## src/rtl/bqsj_pkg.sv

```systemverilog
// ---------------------------------------------------------------------------
// bqsj_pkg
// Types, Gauss tables and shape-gradient helpers for the Q4 Jacobian block.
// ---------------------------------------------------------------------------
`default_nettype none

package bqsj_pkg;

  localparam int ONE_Q16 = 65536;
  localparam int QBITS   = 32;   // quotient bits per divide
  localparam int QDEPTH  = 4;    // front-to-back queue depth
  localparam int QPTR_W  = 2;

  typedef logic signed [16:0] abs_t;    // Gauss abscissa, signed Q1.16
  typedef logic signed [17:0] grad_t;   // 4*dN/dr or 4*dN/ds, signed Q2.16
  typedef logic        [16:0] shape_t;  // N, unsigned Q1.16, always positive
  typedef logic        [17:0] wt_t;     // Gauss weight, unsigned Q2.16

  typedef struct packed {
    abs_t                ra;
    abs_t                sa;
    shape_t [3:0]        shape;
    logic signed [31:0]  j00;
    logic signed [31:0]  j01;
    logic signed [31:0]  j10;
    logic signed [31:0]  j11;
    logic                det_neg;
    logic [63:0]         det_mag;
    logic                sing;
    logic signed [31:0]  wout;
  } bqsj_item_t;

  typedef struct packed {
    logic [1:0]          node;
    logic                last;
    shape_t              shape;
    logic signed [31:0]  wout;
    logic                sing;
    logic                neg_x;
    logic                neg_y;
  } bqsj_meta_t;

  // r index = idx mod pts
  function automatic logic [1:0] point_r(input int pts, input logic [1:0] idx);
    logic [1:0] r;
    r = '0;
    unique case (pts)
      2:       r = {1'b0, idx[0]};
      3:       r = (idx == 2'd3) ? 2'd0 : idx;
      4:       r = idx;
      default: r = '0;
    endcase
    return r;
  endfunction

  // s index = (idx div pts) mod pts
  function automatic logic [1:0] point_s(input int pts, input logic [1:0] idx);
    logic [1:0] s;
    s = '0;
    unique case (pts)
      2:       s = {1'b0, idx[1]};
      3:       s = (idx == 2'd3) ? 2'd1 : 2'd0;
      default: s = '0;
    endcase
    return s;
  endfunction

  function automatic abs_t gauss_abs(input int pts, input logic [1:0] i);
    abs_t a;
    a = '0;
    unique case (pts)
      2: begin
        unique case (i)
          2'd0:    a = -abs_t'(37837);
          2'd1:    a = abs_t'(37837);
          default: a = '0;
        endcase
      end
      3: begin
        unique case (i)
          2'd0:    a = -abs_t'(50765);
          2'd2:    a = abs_t'(50765);
          default: a = '0;
        endcase
      end
      4: begin
        unique case (i)
          2'd0:    a = -abs_t'(56435);
          2'd1:    a = -abs_t'(22281);
          2'd2:    a = abs_t'(22281);
          default: a = abs_t'(56435);
        endcase
      end
      default: a = '0;
    endcase
    return a;
  endfunction

  function automatic wt_t gauss_wt(input int pts, input logic [1:0] i);
    wt_t w;
    w = '0;
    unique case (pts)
      2: begin
        unique case (i)
          2'd0, 2'd1: w = wt_t'(65536);
          default:    w = '0;
        endcase
      end
      3: begin
        unique case (i)
          2'd0, 2'd2: w = wt_t'(36409);
          2'd1:       w = wt_t'(58254);
          default:    w = '0;
        endcase
      end
      4: begin
        unique case (i)
          2'd0, 2'd3: w = wt_t'(22797);
          default:    w = wt_t'(42739);
        endcase
      end
      default: w = (i == 2'd0) ? wt_t'(131072) : '0;
    endcase
    return w;
  endfunction

  // 4*dN_k/dr
  function automatic grad_t grad_r(input logic [1:0] k, input abs_t sa);
    grad_t one;
    grad_t s;
    grad_t g;
    one = grad_t'(ONE_Q16);
    s   = grad_t'(sa);
    unique case (k)
      2'd0:    g = one + s;
      2'd1:    g = -(one + s);
      2'd2:    g = -(one - s);
      default: g = one - s;
    endcase
    return g;
  endfunction

  // 4*dN_k/ds
  function automatic grad_t grad_s(input logic [1:0] k, input abs_t ra);
    grad_t one;
    grad_t r;
    grad_t g;
    one = grad_t'(ONE_Q16);
    r   = grad_t'(ra);
    unique case (k)
      2'd0:    g = one + r;
      2'd1:    g = one - r;
      2'd2:    g = -(one - r);
      default: g = -(one + r);
    endcase
    return g;
  endfunction

endpackage

`default_nettype wire

```

## src/rtl/bqsj_fifo.sv

```systemverilog
// ---------------------------------------------------------------------------
// bqsj_fifo
// Short queue of per-point records between the front and back ends.
// ---------------------------------------------------------------------------
`default_nettype none

module bqsj_fifo (
  input  logic                 clk,
  input  logic                 rst_n,
  input  logic                 push,
  input  bqsj_pkg::bqsj_item_t wr_item,
  output logic                 full,
  input  logic                 pop,
  output logic                 empty,
  output bqsj_pkg::bqsj_item_t rd_item
);
  import bqsj_pkg::*;

  bqsj_item_t        mem_r [QDEPTH];
  logic [QPTR_W-1:0] wp_r, rp_r;
  logic [QPTR_W:0]   cnt_r, cnt_nxt;

  assign full    = (cnt_r == (QPTR_W + 1)'(QDEPTH));
  assign empty   = (cnt_r == '0);
  assign rd_item = mem_r[rp_r];

  always_comb begin
    cnt_nxt = cnt_r;
    if (push && !pop) cnt_nxt = cnt_r + 1'b1;
    else if (pop && !push) cnt_nxt = cnt_r - 1'b1;
  end

  always_ff @(posedge clk) begin
    if (!rst_n) begin
      wp_r  <= '0;
      rp_r  <= '0;
      cnt_r <= '0;
    end else begin
      cnt_r <= cnt_nxt;
      if (push) wp_r <= wp_r + 1'b1;
      if (pop) rp_r <= rp_r + 1'b1;
    end
  end

  always_ff @(posedge clk) begin
    if (push) mem_r[wp_r] <= wr_item;
  end

endmodule

`default_nettype wire

```

## config.mk

```make
export PLATFORM = sky130hd
export DESIGN_NAME = bqsj_fifo
export DESIGN_NICKNAME = d
export VERILOG_FILES = /design/src/rtl/bqsj_pkg.sv /design/src/rtl/bqsj_fifo.sv
export SDC_FILE = /design/constraint.sdc
export NUM_CORES = 1
export LEC_CHECK = 0
export BUFFER_PORTS_ARGS = -buffer_cell sky130_fd_sc_hd__buf_2
export CAP_MARGIN = 20
export CORE_ASPECT_RATIO = 2
export CORE_MARGIN = 2
export CORE_UTILIZATION = 51
export DETAILED_ROUTE_END_ITERATION = 8
export PLACE_DENSITY = 0.8
export SKIP_LAST_GASP = 1
export SYNTH_ARGS = -nofsm -noshare
export SYNTH_HDL_FRONTEND = slang
export SYNTH_SLANG_ARGS = --single-unit
```

## constraint.sdc

```tcl
create_clock -name clk -period 9.8 [get_ports clk]
set_clock_uncertainty 0.1 [all_clocks]
set_input_delay 0.98 -clock clk [delete_from_list [all_inputs] [get_ports clk]]
set_output_delay 0.98 -clock clk [all_outputs]
set_load 0.005 [all_outputs]
```

==> reports/qor.yml <==
synth:
  synth_mux_area_share_pct: 15.4
  synth_top_family_by_area: "multiplexers"
  synthDistinctLibCells: 22
  seq_area_frac_synth_pct: 82.2
  netlist_instances: 1756
  yosys_warnings: 0
  synth_nets: 2094
  yosys.area.top_type: "edfxtp_1"
  avgSynthCellArea_um2: 27.4
  synth_area_leaders: "edfxtp_1, mux4_2, buf_12, dfxtp_1, buf_2"
  synth_compound_area_share_pct: 0.0260
  synth_seq_cells: 1321
  synthXorXnorAreaFrac_pct: 0.0910
  synthAdderAreaFrac_pct: 0.172
  synth-simple-area-share_pct: 0.190
  synth_top_area_share_pct: 81.9
  netlist_area_um2: 48100
sta:
  hold_viol_final: 0
  hold_ws_ps: 388
  finalMaxSlewViolations: 0
  max_freq_mhz: 217
  min_period_ps: 4610
  post-route-period-util_pct: 47.1
  worstMarginPinSlew_ps: 1200
  rsz0062_at_grt: "false"
  finalSetupTns_ps: 0
  relSlewSlack_pct: 20.1
  setup_violations: 0
cts:
  cts_tree: "yes"
  clock_path_buffers: 3
  post_cts_buffers: 0
  cts_root_buffer: "clkbuf_16"
  cts_resized: 0
  numCtsBuffers: 105
  insertion_delay_ps: 690
  clkSlewWorstSetupHoldPaths_ps: 70
  htree_levels: 3
  cts_sinks: 1321
  ctsHoldBuffers: 0
grt:
  grt_use_met3_pct: 6.92
  grt_use_met1_pct: 24.3
  grt_pass1_vias: 23240
  grt_pass1_wl_um: 149000
  gr-usage-met2_pct: 35.1
  antenna_found_initial: 38
  overflow: 0
  busiest_layer: "met2"
  gr-usage-all-layers_pct: 20.7
  grt_max_degree: 161
floorplan:
  io_pins: 662
  die_h_um: 438
  die_w_um: 221
  rows: 159
  die-area_um2: 97000
  core_area_um2: 93700
  initial_utilization_pct: 51.4
routing:
  dr.pass1.iters: 5
  avgRoutedWirePerCell_um: 26.6
  drc: 0
  wirelength_um: 101000
  via_count: 21663
  drt_iter0_markers: 1794
  vias_per_cell: 5.71
  drtAntennaViolNets: 0
place:
  numPortBuffers: 661
  dp.final_hpwl_um: 63300
  place.gp.congestion: 0.774
critical_path:
  worst_setup_path_start_kind: "flip-flop"
  critPathRequiredTime_ps: 8720
  worstSetupPathType: "reg -> out"
  cp.arrival_ps: 3530
  reg2reg_to: "mem_r[0][2]"
  r2r_slack_ps: 6620
  r2r.worst_path.cells: 5
  r2r_start: "wp_r[0]"
  cp-end-kind: "primary output"
  path_max_fanout: 117
final_layout:
  postLayoutCoreUtil_pct: 59.5
  layout-drive-gt1-share_pct: 45.6
  layout_common_cells: "edfxtp_1, buf_2, mux4_2, clkbuf_16, clkinv_1"
  synthToLayoutAreaGrowth_pct: 15.9
  layout.nets: 2814
  final_common_cell: "edfxtp_1"
  nFillCells: 6326
hold_path:
  hp-class: "in -> reg"
  hold_start: "wr_item[321]"
  holdPathStages: 1
  worst_hold_path.endpoint: "mem_r[0][321]"
power:
  max-vdd-ir-drop_v: 0.000233
  p_per_area_nw_per_um2: 212
  p_leak_nw: 18.4
job:
  maxCapViolations: 0
status:
  status: "finished, final reports clean"
## synthesized netlist by cell type
cell / count
buf_12: 35
dfxtp_1: 9
o21ai_0: 1
nor2b_1: 2
mux2i_1: 2
nor3_1: 1
ha_1: 5
clkbuf_1: 3
xor2_1: 3
buf_6: 1
xnor2_1: 2
nor3b_1: 1
edfxtp_1: 1312
or3_1: 1
mux4_2: 328
buf_8: 1
buf_2: 33
and2_1: 9
inv_1: 4
nand2_1: 1
a21boi_0: 1
fa_1: 1
## per-layer routing
layer | share of wire (%) | vias to the layer above
met1 | 34 | 11319
met5 | 0.19 | -
met4 | 3.5 | 28
li1 | - | 9102
met3 | 9.8 | 207
met2 | 52 | 1007
## state kept, by name, indices dropped and copies added (netlist names), named ones only
signal  count
mem_r    1312
cnt_r       3
rp_r        2
wp_r        2
## power by group
group | internal (W) | total, W | switching (W)
sequential | 0.00650 | 0.00657 | 0.0000681
clock | 0.00226 | 0.00416 | 0.00190
combinational | 0.000510 | 0.00111 | 0.000598
## cell type report
class | count | area, µm² | share of cell area [%]
Timing Repair Buffer | 686 | 3560 | 6.38
Tap cell | 1207 | 1510 | 2.71
Clock buffer | 129 | 2760 | 4.95
Inverter | 4 | 15.0 | 0.0269
Antenna cell | 26 | 65.1 | 0.117
Sequential cell | 1321 | 39600 | 71.0
Clock inverter | 64 | 632 | 1.13
Multi-Input combinational cell | 358 | 7650 | 13.7
## stage by stage
step | instance area [µm²] | power, W | worst slack, ps | instances
2_1_floorplan | 48100 | 0.00739 | 599 | 1756
3_3_place_gp | 52300 | 0.00775 | 5930 | 3576
3_5_place_dp | 52300 | 0.00780 | 5870 | 3576
4_1_cts | 55700 | 0.0120 | 5080 | 3769
5_1_grt | 55800 | 0.0122 | 4860 | 3788
6_report | 55800 | 0.0118 | 5190 | 3795
## worst max-delay path, cell delays in order (launching register included)
cell and delay [ps]:
dfxtp_4 360, buf_12 630, buf_4 840, mux4_2 620
buf_2 150
## logic make-up (layout without fill, tap and decap cells)
kind of cell | after synthesis | count (layout)
other | 0 | 26
AOI/OAI and AO/OA | 2 | 2
adders and majority gates | 6 | 6
DFF | 1321 | 1321
muxes | 330 | 330
buffers and inverters | 77 | 883
and+or+nand+nor | 15 | 15
xor gates and xnor gates | 5 | 5
## how the worst max path moves through the flow
stage | from | end
finish | flip-flop | rd_item[293]
global route | flip-flop | rd_item[145]
CTS | flip-flop | rd_item[293]
detailed placement | flip-flop | rd_item[184]
global placement | flip-flop | rd_item[148]
floorplan | push | mem_r[0][0]
Power figures use the tool's default switching activity.
